File: src/hw/rtl/atep_pkg.sv
package atep_pkg;

    // asn.1 tags
    localparam logic [7:0] TAG_UTC = 8'd23;
    localparam logic [7:0] TAG_GEN = 8'd24;

    // ascii digit bounds
    localparam logic [7:0] CHAR_ZERO = 8'h30;
    localparam logic [7:0] CHAR_NINE = 8'h39;

    // field widths
    localparam int YEAR_W  = 14;
    localparam int FIELD_W = 7;
    localparam int POS_W   = 4;
    localparam int TOD_W   = 19;
    localparam int DAYS_W  = 23;
    localparam int SECS_W  = 39;

    // string lengths
    localparam logic [POS_W-1:0] LEN_UTC = 4'd13;
    localparam logic [POS_W-1:0] LEN_GEN = 4'd15;

    // default depth of the record queue between front and back
    localparam int QUEUE_DEPTH = 2;

    // one parsed time string, ready for the calendar math
    typedef struct packed {
        logic                ok;
        logic                utc;
        logic [YEAR_W-1:0]   year;
        logic [3:0]          month;
        logic [4:0]          day;
        logic [FIELD_W-1:0]  hour;
        logic [FIELD_W-1:0]  minute;
        logic [FIELD_W-1:0]  second;
    } atep_rec_t;

    // days before the first of a month, counted from march 1st
    function automatic logic [8:0] month_offset(input logic [3:0] mp);
        logic [8:0] days;
        case (mp)
            4'd0:    days = 9'd0;
            4'd1:    days = 9'd31;
            4'd2:    days = 9'd61;
            4'd3:    days = 9'd92;
            4'd4:    days = 9'd122;
            4'd5:    days = 9'd153;
            4'd6:    days = 9'd184;
            4'd7:    days = 9'd214;
            4'd8:    days = 9'd245;
            4'd9:    days = 9'd275;
            4'd10:   days = 9'd306;
            4'd11:   days = 9'd337;
            default: days = 9'd0;
        endcase
        return days;
    endfunction

endpackage

File: src/hw/rtl/atep_front.sv
module atep_front (
    input  logic                  clk,
    input  logic                  rst_n,
    input  logic                  in_valid,
    output logic                  in_ready,
    input  logic [7:0]            char_byte,
    input  logic [7:0]            time_tag,
    input  logic                  is_last,
    output atep_pkg::atep_rec_t   rec,
    output logic                  rec_push,
    input  logic                  rec_full
);
    import atep_pkg::*;

    logic [POS_W-1:0]   pos_reg,    pos_next;
    logic [7:0]         tag_reg;
    logic [YEAR_W-1:0]  year_reg,   year_next;
    logic [FIELD_W-1:0] month_reg,  month_next;
    logic [FIELD_W-1:0] day_reg,    day_next;
    logic [FIELD_W-1:0] hour_reg,   hour_next;
    logic [FIELD_W-1:0] minute_reg, minute_next;
    logic [FIELD_W-1:0] second_reg, second_next;
    logic               derr_reg,   derr_next;

    logic               xfer;
    logic [7:0]         tag_cur;
    logic               is_utc;
    logic               known;
    logic [POS_W-1:0]   ylen;
    logic [POS_W-1:0]   fdiff;
    logic               dig_pos;
    logic               is_dig;
    logic [3:0]         dig;
    logic [POS_W-1:0]   minlen;

    function automatic logic [YEAR_W-1:0] push_year(input logic [YEAR_W-1:0] acc,
                                                     input logic [3:0] d);
        return (acc << 3) + (acc << 1) + YEAR_W'(d);
    endfunction

    function automatic logic [FIELD_W-1:0] push_two(input logic [FIELD_W-1:0] acc,
                                                    input logic [3:0] d);
        return (acc << 3) + (acc << 1) + FIELD_W'(d);
    endfunction

    assign in_ready = !rec_full;
    assign xfer     = in_valid && in_ready;
    assign rec_push = xfer && is_last;

    // classify the character against the tag
    always_comb
    begin
        tag_cur = (pos_reg == '0) ? time_tag : tag_reg;
        is_utc  = (tag_cur == TAG_UTC);
        known   = is_utc || (tag_cur == TAG_GEN);
        ylen    = is_utc ? 4'd2 : 4'd4;
        fdiff   = pos_reg - ylen;
        dig_pos = known && (pos_reg < ylen + 4'd10);
        is_dig  = (char_byte >= CHAR_ZERO) && (char_byte <= CHAR_NINE);
        dig     = is_dig ? 4'(char_byte - CHAR_ZERO) : 4'd0;
        minlen  = is_utc ? LEN_UTC : LEN_GEN;
    end

    // digit accumulation
    always_comb
    begin
        year_next   = year_reg;
        month_next  = month_reg;
        day_next    = day_reg;
        hour_next   = hour_reg;
        minute_next = minute_reg;
        second_next = second_reg;
        derr_next   = derr_reg;
        if (dig_pos)
        begin
            if (!is_dig)
            begin
                derr_next = 1'b1;
            end
            if (pos_reg < ylen)
            begin
                year_next = push_year(year_reg, dig);
            end
            else
            begin
                case (fdiff[3:1])
                    3'd0:    month_next  = push_two(month_reg, dig);
                    3'd1:    day_next    = push_two(day_reg, dig);
                    3'd2:    hour_next   = push_two(hour_reg, dig);
                    3'd3:    minute_next = push_two(minute_reg, dig);
                    default: second_next = push_two(second_reg, dig);
                endcase
            end
        end
        pos_next = (pos_reg == '1) ? pos_reg : pos_reg + 4'd1;
    end

    // record handed to the back end on the last character
    always_comb
    begin
        rec.ok     = known && (pos_next >= minlen) && !derr_next
                     && (month_next >= 7'd1) && (month_next <= 7'd12)
                     && (day_next >= 7'd1) && (day_next <= 7'd31);
        rec.utc    = is_utc;
        rec.year   = year_next;
        rec.month  = month_next[3:0];
        rec.day    = day_next[4:0];
        rec.hour   = hour_next;
        rec.minute = minute_next;
        rec.second = second_next;
    end

    // string state, cleared after the last character
    always_ff @(posedge clk or negedge rst_n)
    begin
        if (!rst_n)
        begin
            pos_reg    <= '0;
            tag_reg    <= '0;
            year_reg   <= '0;
            month_reg  <= '0;
            day_reg    <= '0;
            hour_reg   <= '0;
            minute_reg <= '0;
            second_reg <= '0;
            derr_reg   <= 1'b0;
        end
        else if (xfer)
        begin
            if (is_last)
            begin
                pos_reg    <= '0;
                tag_reg    <= '0;
                year_reg   <= '0;
                month_reg  <= '0;
                day_reg    <= '0;
                hour_reg   <= '0;
                minute_reg <= '0;
                second_reg <= '0;
                derr_reg   <= 1'b0;
            end
            else
            begin
                pos_reg    <= pos_next;
                tag_reg    <= tag_cur;
                year_reg   <= year_next;
                month_reg  <= month_next;
                day_reg    <= day_next;
                hour_reg   <= hour_next;
                minute_reg <= minute_next;
                second_reg <= second_next;
                derr_reg   <= derr_next;
            end
        end
    end

endmodule

File: src/hw/rtl/atep_fifo.sv
module atep_fifo #(
    parameter int DEPTH = atep_pkg::QUEUE_DEPTH
) (
    input  logic                  clk,
    input  logic                  rst_n,
    input  logic                  push,
    input  atep_pkg::atep_rec_t   din,
    output logic                  full,
    output logic                  valid,
    input  logic                  pop,
    output atep_pkg::atep_rec_t   dout
);
    import atep_pkg::*;

    localparam int PTR_W = (DEPTH > 1) ? $clog2(DEPTH) : 1;
    localparam int CNT_W = $clog2(DEPTH + 1);

    atep_rec_t          mem_reg [DEPTH];
    logic [PTR_W-1:0]   wr_ptr_reg, wr_ptr_next;
    logic [PTR_W-1:0]   rd_ptr_reg, rd_ptr_next;
    logic [CNT_W-1:0]   cnt_reg,    cnt_next;
    logic               do_push;
    logic               do_pop;

    assign full    = (cnt_reg == CNT_W'(DEPTH));
    assign valid   = (cnt_reg != '0);
    assign dout    = mem_reg[rd_ptr_reg];
    assign do_push = push && !full;
    assign do_pop  = pop && valid;

    // pointer and fill count update
    always_comb
    begin
        wr_ptr_next = wr_ptr_reg;
        rd_ptr_next = rd_ptr_reg;
        if (do_push)
        begin
            wr_ptr_next = (wr_ptr_reg == PTR_W'(DEPTH - 1)) ? '0 : wr_ptr_reg + 1'b1;
        end
        if (do_pop)
        begin
            rd_ptr_next = (rd_ptr_reg == PTR_W'(DEPTH - 1)) ? '0 : rd_ptr_reg + 1'b1;
        end
        cnt_next = cnt_reg + CNT_W'(do_push) - CNT_W'(do_pop);
    end

    always_ff @(posedge clk or negedge rst_n)
    begin
        if (!rst_n)
        begin
            wr_ptr_reg <= '0;
            rd_ptr_reg <= '0;
            cnt_reg    <= '0;
        end
        else
        begin
            wr_ptr_reg <= wr_ptr_next;
            rd_ptr_reg <= rd_ptr_next;
            cnt_reg    <= cnt_next;
        end
    end

    // entry storage
    always_ff @(posedge clk)
    begin
        if (do_push)
        begin
            mem_reg[wr_ptr_reg] <= din;
        end
    end

endmodule

File: src/hw/rtl/atep_back.sv
module atep_back (
    input  logic                                clk,
    input  logic                                rst_n,
    input  logic                                rec_valid,
    input  atep_pkg::atep_rec_t                 rec,
    output logic                                rec_pop,
    output logic                                out_valid,
    input  logic                                out_ready,
    output logic                                time_valid,
    output logic signed [atep_pkg::SECS_W-1:0]  epoch_seconds
);
    import atep_pkg::*;

    localparam logic [YEAR_W-1:0]       UTC_PIVOT  = 14'd50;
    localparam logic [YEAR_W-1:0]       BASE_2000  = 14'd2000;
    localparam logic [YEAR_W-1:0]       BASE_1900  = 14'd1900;
    localparam logic [YEAR_W-1:0]       DIV400_K   = 14'd10486;
    localparam int                      DIV400_SH  = 22;
    localparam logic signed [15:0]      ERA_YEARS  = 16'sd400;
    localparam logic [17:0]             YEAR_DAYS  = 18'd365;
    localparam logic signed [DAYS_W-1:0] ERA_DAYS  = 23'sd146097;
    localparam logic signed [DAYS_W-1:0] EPOCH_OFS = 23'sd719468;
    localparam logic signed [SECS_W-1:0] DAY_SECS  = 39'sd86400;

    // pipeline enables, back to front
    logic en1, en2, en3, en4, en5;
    logic v1_reg, v2_reg, v3_reg, v4_reg, out_valid_reg;

    // stage 1: year adjust, era, day of year, time of day
    logic [YEAR_W-1:0]         yfull;
    logic                      march;
    logic signed [YEAR_W:0]    yadj;
    logic [2*YEAR_W-1:0]       era_prod;
    logic signed [5:0]         era;
    logic [3:0]                mp;
    logic [8:0]                doy;
    logic [TOD_W-1:0]          tod;

    logic                      s1_ok_reg;
    logic signed [YEAR_W:0]    s1_yadj_reg;
    logic signed [5:0]         s1_era_reg;
    logic [8:0]                s1_doy_reg;
    logic [TOD_W-1:0]          s1_tod_reg;

    // stage 2: year of era
    logic signed [15:0]        yoe_full;
    logic                      s2_ok_reg;
    logic [8:0]                s2_yoe_reg;
    logic signed [5:0]         s2_era_reg;
    logic [8:0]                s2_doy_reg;
    logic [TOD_W-1:0]          s2_tod_reg;

    // stage 3: day of era and era base
    logic [1:0]                cent;
    logic [17:0]               doe;
    logic signed [DAYS_W-1:0]  eraday;
    logic                      s3_ok_reg;
    logic [17:0]               s3_doe_reg;
    logic signed [DAYS_W-1:0]  s3_eraday_reg;
    logic [TOD_W-1:0]          s3_tod_reg;

    // stage 4: days since epoch
    logic signed [DAYS_W-1:0]  days;
    logic                      s4_ok_reg;
    logic signed [DAYS_W-1:0]  s4_days_reg;
    logic [TOD_W-1:0]          s4_tod_reg;

    // output stage
    logic signed [SECS_W-1:0]  secs;
    logic                      time_valid_reg;
    logic signed [SECS_W-1:0]  epoch_seconds_reg;

    assign en5     = !out_valid_reg || out_ready;
    assign en4     = !v4_reg || en5;
    assign en3     = !v3_reg || en4;
    assign en2     = !v2_reg || en3;
    assign en1     = !v1_reg || en2;
    assign rec_pop = rec_valid && en1;

    assign out_valid     = out_valid_reg;
    assign time_valid    = time_valid_reg;
    assign epoch_seconds = epoch_seconds_reg;

    always_comb
    begin
        if (rec.utc)
        begin
            yfull = (rec.year < UTC_PIVOT) ? rec.year + BASE_2000 : rec.year + BASE_1900;
        end
        else
        begin
            yfull = rec.year;
        end
        march    = (rec.month <= 4'd2);
        yadj     = $signed({1'b0, yfull}) - $signed({{YEAR_W{1'b0}}, march});
        era_prod = yadj[YEAR_W-1:0] * DIV400_K;
        era      = yadj[YEAR_W] ? -6'sd1 : $signed({1'b0, era_prod[DIV400_SH+4:DIV400_SH]});
        mp       = (rec.month > 4'd2) ? rec.month - 4'd3 : rec.month + 4'd9;
        doy      = month_offset(mp) + {4'b0, rec.day} - 9'd1;
        tod      = TOD_W'(rec.hour) * TOD_W'(3600) + TOD_W'(rec.minute) * TOD_W'(60)
                 + TOD_W'(rec.second);
    end

    always_comb
    begin
        yoe_full = 16'(s1_yadj_reg) - 16'(s1_era_reg) * ERA_YEARS;
    end

    always_comb
    begin
        if (s2_yoe_reg >= 9'd300)
        begin
            cent = 2'd3;
        end
        else if (s2_yoe_reg >= 9'd200)
        begin
            cent = 2'd2;
        end
        else if (s2_yoe_reg >= 9'd100)
        begin
            cent = 2'd1;
        end
        else
        begin
            cent = 2'd0;
        end
        doe    = 18'(s2_yoe_reg) * YEAR_DAYS + 18'(s2_yoe_reg[8:2]) - 18'(cent)
               + 18'(s2_doy_reg);
        eraday = DAYS_W'(s2_era_reg) * ERA_DAYS;
    end

    always_comb
    begin
        days = s3_eraday_reg + $signed({5'b0, s3_doe_reg}) - EPOCH_OFS;
    end

    always_comb
    begin
        secs = SECS_W'(s4_days_reg) * DAY_SECS + $signed({20'b0, s4_tod_reg});
    end

    // stage valid bits
    always_ff @(posedge clk or negedge rst_n)
    begin
        if (!rst_n)
        begin
            v1_reg        <= 1'b0;
            v2_reg        <= 1'b0;
            v3_reg        <= 1'b0;
            v4_reg        <= 1'b0;
            out_valid_reg <= 1'b0;
        end
        else
        begin
            if (en1)
            begin
                v1_reg <= rec_valid;
            end
            if (en2)
            begin
                v2_reg <= v1_reg;
            end
            if (en3)
            begin
                v3_reg <= v2_reg;
            end
            if (en4)
            begin
                v4_reg <= v3_reg;
            end
            if (en5)
            begin
                out_valid_reg <= v4_reg;
            end
        end
    end

    // stage payload
    always_ff @(posedge clk)
    begin
        if (en1)
        begin
            s1_ok_reg   <= rec.ok;
            s1_yadj_reg <= yadj;
            s1_era_reg  <= era;
            s1_doy_reg  <= doy;
            s1_tod_reg  <= tod;
        end
        if (en2)
        begin
            s2_ok_reg  <= s1_ok_reg;
            s2_yoe_reg <= yoe_full[8:0];
            s2_era_reg <= s1_era_reg;
            s2_doy_reg <= s1_doy_reg;
            s2_tod_reg <= s1_tod_reg;
        end
        if (en3)
        begin
            s3_ok_reg     <= s2_ok_reg;
            s3_doe_reg    <= doe;
            s3_eraday_reg <= eraday;
            s3_tod_reg    <= s2_tod_reg;
        end
        if (en4)
        begin
            s4_ok_reg   <= s3_ok_reg;
            s4_days_reg <= days;
            s4_tod_reg  <= s3_tod_reg;
        end
        if (en5)
        begin
            time_valid_reg    <= s4_ok_reg;
            epoch_seconds_reg <= s4_ok_reg ? secs : '0;
        end
    end

endmodule

File: src/hw/rtl/asn1_time_to_epoch_seconds.sv
// Certificate time string to Unix epoch seconds.
//
// Input channel (in_valid/in_ready): one ASCII character per transfer,
// with time_tag (23 UTCTime, 24 GeneralizedTime) taken on the first
// character of a string and is_last marking its final character.
// Output channel (out_valid/out_ready): one result per string, time_valid
// plus signed epoch_seconds (zero when the string did not convert).
//
// Throughput: one character per cycle while the queue is not full. The
// parser updates small digit accumulators on each transfer; a finished
// string is queued and the calendar arithmetic runs in a five-stage
// pipeline that takes a new string every cycle unless the output side
// stalls with the pipeline full. A finished record passes the queue
// entry, stages 1 to 4 and the output register before its result appears.
// Reset clears the parser, the queue and the pipeline; no result is
// pending afterwards. When the receiver stalls, the pipeline and then the
// queue fill; in_ready drops only once the queue is full.
module asn1_time_to_epoch_seconds #(
    parameter int QUEUE_DEPTH = atep_pkg::QUEUE_DEPTH
) (
    input  logic                                clk,
    input  logic                                rst_n,
    input  logic                                in_valid,
    output logic                                in_ready,
    input  logic [7:0]                          char_byte,
    input  logic [7:0]                          time_tag,
    input  logic                                is_last,
    output logic                                out_valid,
    input  logic                                out_ready,
    output logic                                time_valid,
    output logic signed [atep_pkg::SECS_W-1:0]  epoch_seconds
);
    import atep_pkg::*;

    atep_rec_t  push_rec;
    atep_rec_t  pop_rec;
    logic       rec_push;
    logic       rec_full;
    logic       rec_valid;
    logic       rec_pop;

    // character parser
    atep_front u_front (
        .clk       (clk),
        .rst_n     (rst_n),
        .in_valid  (in_valid),
        .in_ready  (in_ready),
        .char_byte (char_byte),
        .time_tag  (time_tag),
        .is_last   (is_last),
        .rec       (push_rec),
        .rec_push  (rec_push),
        .rec_full  (rec_full)
    );

    // record queue
    atep_fifo #(
        .DEPTH (QUEUE_DEPTH)
    ) u_fifo (
        .clk   (clk),
        .rst_n (rst_n),
        .push  (rec_push),
        .din   (push_rec),
        .full  (rec_full),
        .valid (rec_valid),
        .pop   (rec_pop),
        .dout  (pop_rec)
    );

    // calendar arithmetic
    atep_back u_back (
        .clk           (clk),
        .rst_n         (rst_n),
        .rec_valid     (rec_valid),
        .rec           (pop_rec),
        .rec_pop       (rec_pop),
        .out_valid     (out_valid),
        .out_ready     (out_ready),
        .time_valid    (time_valid),
        .epoch_seconds (epoch_seconds)
    );

endmodule

File: config.mk
export PLATFORM = sky130hd
export DESIGN_NAME = asn1_time_to_epoch_seconds
export DESIGN_NICKNAME = d
export VERILOG_FILES = /design/src/hw/rtl/atep_pkg.sv /design/src/hw/rtl/atep_front.sv /design/src/hw/rtl/atep_fifo.sv /design/src/hw/rtl/atep_back.sv /design/src/hw/rtl/asn1_time_to_epoch_seconds.sv
export SDC_FILE = /design/constraint.sdc
export NUM_CORES = 1
export LEC_CHECK = 0
export BUFFER_PORTS_ARGS = -buffer_cell sky130_fd_sc_hd__buf_2
export CAP_MARGIN = 20
export CORE_MARGIN = 3
export CORE_UTILIZATION = 40
export DETAILED_ROUTE_END_ITERATION = 7
export GPL_TIMING_DRIVEN = 0
export PLACE_DENSITY = 0.55
export SLEW_MARGIN = 20
export SYNTH_ARGS = -nofsm -noshare
export SYNTH_HDL_FRONTEND = slang
export SYNTH_SLANG_ARGS = --single-unit
File: constraint.sdc
create_clock -name clk -period 7.91 [get_ports clk]
set_clock_uncertainty 0.2 [all_clocks]
set_input_delay 0.3955 -clock clk [delete_from_list [all_inputs] [get_ports clk]]
set_output_delay 0.3955 -clock clk [all_outputs]
set_load 0.005 [all_outputs]
Word level (Yosys, flattened, before mapping)
Memory sizes are Yosys's and may differ from the RTL's. Index checks and enable logic that the tools add are counted.

Add/subtract/negate cells: 36. Multipliers: 7. Div/mod/pow operators: 0. Order comparisons: 15. Equality and inequality tests: 7. Shift operators: 0. Multiplexer cells: 44. Bitwise gates (word level): 0. Reductions and logical operators: 30.

Operators by type and width (number): 7-bit two-way mux (20); 14-bit two-way mux (5); 39-bit by 20-bit adder with 39-bit output (1); 7-bit by 4-bit adder with 7-bit output (5); 7-bit adder (5); 23-bit by 11-bit multiplier with 32-bit output (second input constant) (1); 14-bit by 11-bit adder with 14-bit output (second input constant) (2); 14-bit by 13-bit multiplier with 26-bit output (second input constant) (1); 23-bit by 19-bit adder with 23-bit output (1); 6-bit by 19-bit multiplier with 23-bit output (second input constant) (1); 23-bit by 21-bit subtractor with 23-bit output (second input constant) (1); 19-bit by 13-bit adder with 19-bit output (1); 19-bit by 7-bit adder with 19-bit output (1); 18-bit by 7-bit adder with 18-bit output (1); 18-bit by 9-bit adder with 18-bit output (1); 9-bit by 9-bit multiplier with 18-bit output (second input constant) (1); 18-bit by 2-bit subtractor with 18-bit output (1); 8-bit by 5-bit equality test with 1-bit output (second input constant) (2); 4-bit two-way mux (4); 8-bit two-way mux (2); 7-bit by 8-bit multiplier with 15-bit output (second input constant) (1); 14-bit by 1-bit subtractor with 15-bit output (1); 14-bit adder (1); 14-bit by 4-bit adder with 14-bit output (1); 41 further kinds (78).

Register bits after elaboration: 303. Bits in latches: 0. RAM bits: 92. Memory bits (read-only): 144. Output and inout port bits: 42. Memories kept: 2.

Memory list: (no name shown) (depth 16, bits a word 9, rd ports 1, clocked after Yosys merged registers in 0, write ports 0, RTL line atep_pkg.sv:41) `case (mp)`; u_fifo.mem_reg (depth 2, bits a word 46, rd ports 1, clocked after Yosys merged registers in 0, write ports 1, RTL line atep_fifo.sv:18) `atep_rec_t mem_reg [DEPTH];`.

Logic depth before layout (Yosys ltp)
Word-level depth: 14. Gate-level depth with buffers: 35. Mapped depth without buffers: 33.

Modules after synthesis
From an unflattened synthesis, not the netlist that was laid out.

Cell total of the unflattened synthesis: 3111. Area total of the unflattened synthesis: 34216.6 µm².

Modules (own cells, without submodules): atep_back (instances 1, cells each 2325, area each 24846.3 µm², seq. area each 7091.8 µm²); atep_front (instances 1, cells each 625, area each 5724.2 µm², seq. area each 1551.5 µm²); atep_fifo (instances 1, cells each 161, area each 3646.0 µm², seq. area each 2862.7 µm²).

Least setup slack after synthesis
Ideal clock, no wire load.

Path kind: reg2reg. From: register u_fifo.rd_ptr_reg. To: register u_back.s1_era_reg[4], data pin. Library setup time: 0.256 ns. Arrival: 8.177 ns. Data required time: 7.454 ns. Slack: -0.724 ns. Stages on the path, launching flop included: 34. Path buffers: 3. Cells stage by stage: dfrtp_1 -> buf_6 -> buf_4 -> buf_1 -> mux2i_1 -> ha_1 -> nand2_1 -> a221oi_2 -> mux2_1 -> a21o_1 -> a22oi_2 -> nand3_1 -> or3_1 -> xnor2_1 -> inv_1 -> fa_1 -> inv_1 -> ha_1 -> fa_1 -> fa_1 -> inv_1 -> fa_1 -> inv_1 -> ha_1 -> nand4_1 -> nor2_1 -> a221oi_1 -> o21ai_0 -> o21a_1 -> nor4_1 -> nor2_1 -> a211oi_1 -> xnor2_1 -> nand2b_1.

Cells in the longest elaborated chain, start to end: 6.

Ends and longest elaborated chain: start: declaration (RTL line atep_fifo.sv:20) `logic [PTR_W-1:0] rd_ptr_reg, rd_ptr_next;`; start signal: assignment (RTL line atep_fifo.sv:58) `rd_ptr_reg <= rd_ptr_next;`; memory read 2 x 46 bit *; 14-bit by 11-bit adder with 14-bit output or 14-bit by 6-bit < comparator with 1-bit output (tied branches) (RTL line atep_back.sv:88) `yfull = (rec.year < UTC_PIVOT) ? rec.year + BASE_2000 : rec.year + BASE_1900;`; 14-bit two-way mux (RTL line atep_back.sv:88); 14-bit two-way mux (RTL line atep_back.sv:86) `if (rec.utc)`; 14-bit by 1-bit subtractor with 15-bit output * (RTL line atep_back.sv:95) `yadj = $signed({1'b0, yfull}) - $signed({{YEAR_W{1'b0}}, march});`; 14-bit by 13-bit multiplier with 26-bit output (RTL line atep_back.sv:96) `era_prod = yadj[YEAR_W-1:0] * DIV400_K;`; end signal: assignment (RTL line atep_back.sv:185) `s1_era_reg <= era;`; end: declaration (RTL line atep_back.sv:41) `logic signed [5:0] s1_era_reg;`.

Mark *: on every way between the ends. The rest lies on a longest branch, timed or not. A chain may end at the register's enable or synchronous reset.

Worst setup path after layout
Ends and elaborated chain as after synthesis.

==> metrics.yaml <==
ys_ff_latch: 395
place_hpwl_mm: 53.1
core_sq_um: 82800
nets: 4027
wire_per_inst_um: 15.2
crit_type: "flip-flop to flip-flop"
drt_first_pass_iters: 7
wl_mm: 66.2
die_y_um: 296
die_x_um: 296
dieArea_sq_um: 87700
drv_slew: 0
grt_pass1_vias: 22700
ff2ff_setup_slack_ps: 1
drive_gt1_share_pct: 10.6
synth_async_sr_flop_share_pct: 18.0
synthCells: 3065
period_share_pct: 100
clkLatencyLatePin_ps: 570
antenna_found_initial: 0
setup_violations: 0
synthesis.nets: 3857
overflow: 0
crit_slowest_cell: "or4_4"
tightestPinTransition_ps: 1020
gp_congestion: 0.849
num_rows: 105
ys_seq_area_share_pct: 34.2
route.detailed.drc: 0
largest_reg_flops: 92
period_needed_ps: 7910
endpoint_kind: "flip-flop"
synth_ff_type: "edfxtp_1"
max_freq_mhz: 126
synthDistinctLibCells: 92
worst_ep_arrival_time_ps: 8020
path_clk_slew_ps: 60
worst_hold_path_type: "primary input to flip-flop"
cts_tree: "yes"
grtUsageTotal_pct: 15.5
antenna_left: 0
first_iter_violations: 764
io_pins: 63
diodes: 0
crit_top_cell: "fa_1"
rsz0062_at_grt: "yes"
grt_max_degree: 52
yosys_warnings: 0
grt_pass1_wl_mm: 112
postSynthAreaPerCell_sq_um: 11.0
critPathMaxFanout: 4
cts_inserted_buffers: 45
root_buffer: "clkbuf_16"
cts_buffer_depth: 3
start_kind: "flip-flop"
io_buffers: 61
worstPathRequired_ps: 8020
area.growth.synth_to_final_pct: 12.9
maxCapViolCount: 0
num_vias: 21500
relSlewSlack_pct: 31.6
hold_viol_final: 0
synth_edf_count: 324
n_fill_cell: 7615
hold_slack_ps: 53.2
initial_core_util_pct: 40.7
outcome: "completed"
max_stage_delay_ps: 560
clock_sinks: 395
viasPerCell: 4.94
h-tree-depth: 2
syn_area_sq_um: 33700
[synthesized netlist by cell type (10+ instances only)]
cell type  count  area share, %
a211oi_1      15           0.33
a21o_1        49            1.1
a21oi_1      138            2.1
a22o_1        44            1.1
a31oi_1       10           0.19
and2_1        45           0.84
and3_1        14           0.26
clkbuf_1      30           0.33
dfrtp_1       71            5.3
edfxtp_1     324             29
fa_1         223             13
ha_1         548             20
inv_1        586            6.5
mux2_2        34            1.1
mux2i_1       37            1.1
nand2_1      129            1.4
nand2b_1      25           0.46
nand3_1       35           0.52
nor2_1       117            1.3
nor2b_1       18           0.33
nor3_1        38           0.56
o21a_1        20           0.45
o21ai_0       95            1.4
o21bai_1      29           0.65
or3_1         11           0.20
or4_1         10           0.22
xnor2_1      149            3.9
xor2_1        62            1.6
[metrics by stage]
stage / setup slack [ps] / instance area [sq um] / std cells / setup TNS, ps / utilization, %
6_report: 1.24 / 38000 / 4340 / 0 / 46.0
5_1_grt: -376 / 38000 / 4340 / -1360 / 46.0
4_1_cts: -90.7 / 37900 / 4334 / -254 / 45.8
3_5_place_dp: -1360 / 35600 / 4206 / -5940 / 43.0
3_3_place_gp: -1340 / 35400 / 4196 / -5780 / 42.8
2_1_floorplan: 12.4 / 33700 / 3065 / 0 / -
[worst max-delay path, delay by kind of cell (launching register included)]
family | cells | cell delay, ps
adders and majority gates | 7 | 2650
xor gates and xnor gates | 3 | 600
DFF | 1 | 400
AOI/OAI and AO/OA | 6 | 1240
muxes | 1 | 310
buffers and inverters | 6 | 600
and+or+nand+nor | 9 | 1650
[worst paths after layout]
check                                          start                     to  cells past startpoint
min in group asynchronous                      rst_n    u_front.year_reg[3]                      2
max in group asynchronous                      rst_n  u_front.minute_reg[5]                      3
worst min register to register  u_back.s1_tod_reg[4]   u_back.s2_tod_reg[4]                      0
worst min-delay path                     time_tag[3]     u_front.tag_reg[3]                      3
worst max-delay path               u_fifo.rd_ptr_reg   u_back.s1_era_reg[4]                     32
worst max register to register     u_fifo.rd_ptr_reg   u_back.s1_era_reg[4]                     32
[cell families (layout without fill, tap and decap cells)]
logic type / count (synthesis) / after routing / share of synthesized area, %
and+or+nand+nor: 498 / 498 / 7.63
xor gates and xnor gates: 213 / 213 / 5.60
muxes: 74 / 74 / 2.36
adders and majority gates: 771 / 771 / 33.6
buffers and inverters: 628 / 833 / 7.11
AOI/OAI and AO/OA: 486 / 486 / 9.52
DFF: 395 / 395 / 34.2
[what timing repair did]
action	CTS	global route
pin swaps	45	20
endpoints found under the hold margin	75	0
endpoints found under the setup margin	5	5
setup buffers	41	6
gates resized for setup	95	13
hold buffers	5	0
[layout by cell type (no fill, tap or decap), types with 18 or more instances in the layout]
cell type  instances
edfxtp_1         324
ha_1             535
clkbuf_16         45
and2_1            44
fa_1             223
nand3_1           32
a22o_1            43
dfrtp_1           71
nand2b_1          24
xor2_1            57
buf_4             44
buf_2             63
o21bai_1          29
nor2_1           113
inv_1            576
o21ai_0           92
a21o_1            49
xnor2_1          138
nor3_1            37
o21a_1            19
a21oi_1          133
nand2_1          124
mux2_2            33
nor2b_1           18
mux2i_1           34
clkbuf_1          39
[metal layers]
metal / vias up / wire, um / global-route usage, %
met2: 237 / 32700 / 27.7
li1: 10800 / - / -
met3: 99 / 1810 / 1.89
met5: - / 0 / 0
met1: 10300 / 29900 / 19.8
met4: 0 / 1720 / 4.40
[cell type report]
type | instances | area, sq um | area share (%)
clock buffers | 59 | 1220 | 3.20
well taps | 1070 | 1340 | 3.52
clock inverters | 23 | 203 | 0.533
repair buffers | 123 | 930 | 2.44
plain buffers | 41 | 225 | 0.592
flip-flops and latches | 395 | 11500 | 30.3
multi-input cells | 2042 | 20400 | 53.7
inverters | 587 | 2210 | 5.80
Power is not shown: default switching activity piles up to over one toggle a cycle in this logic, so the estimate is an artifact.
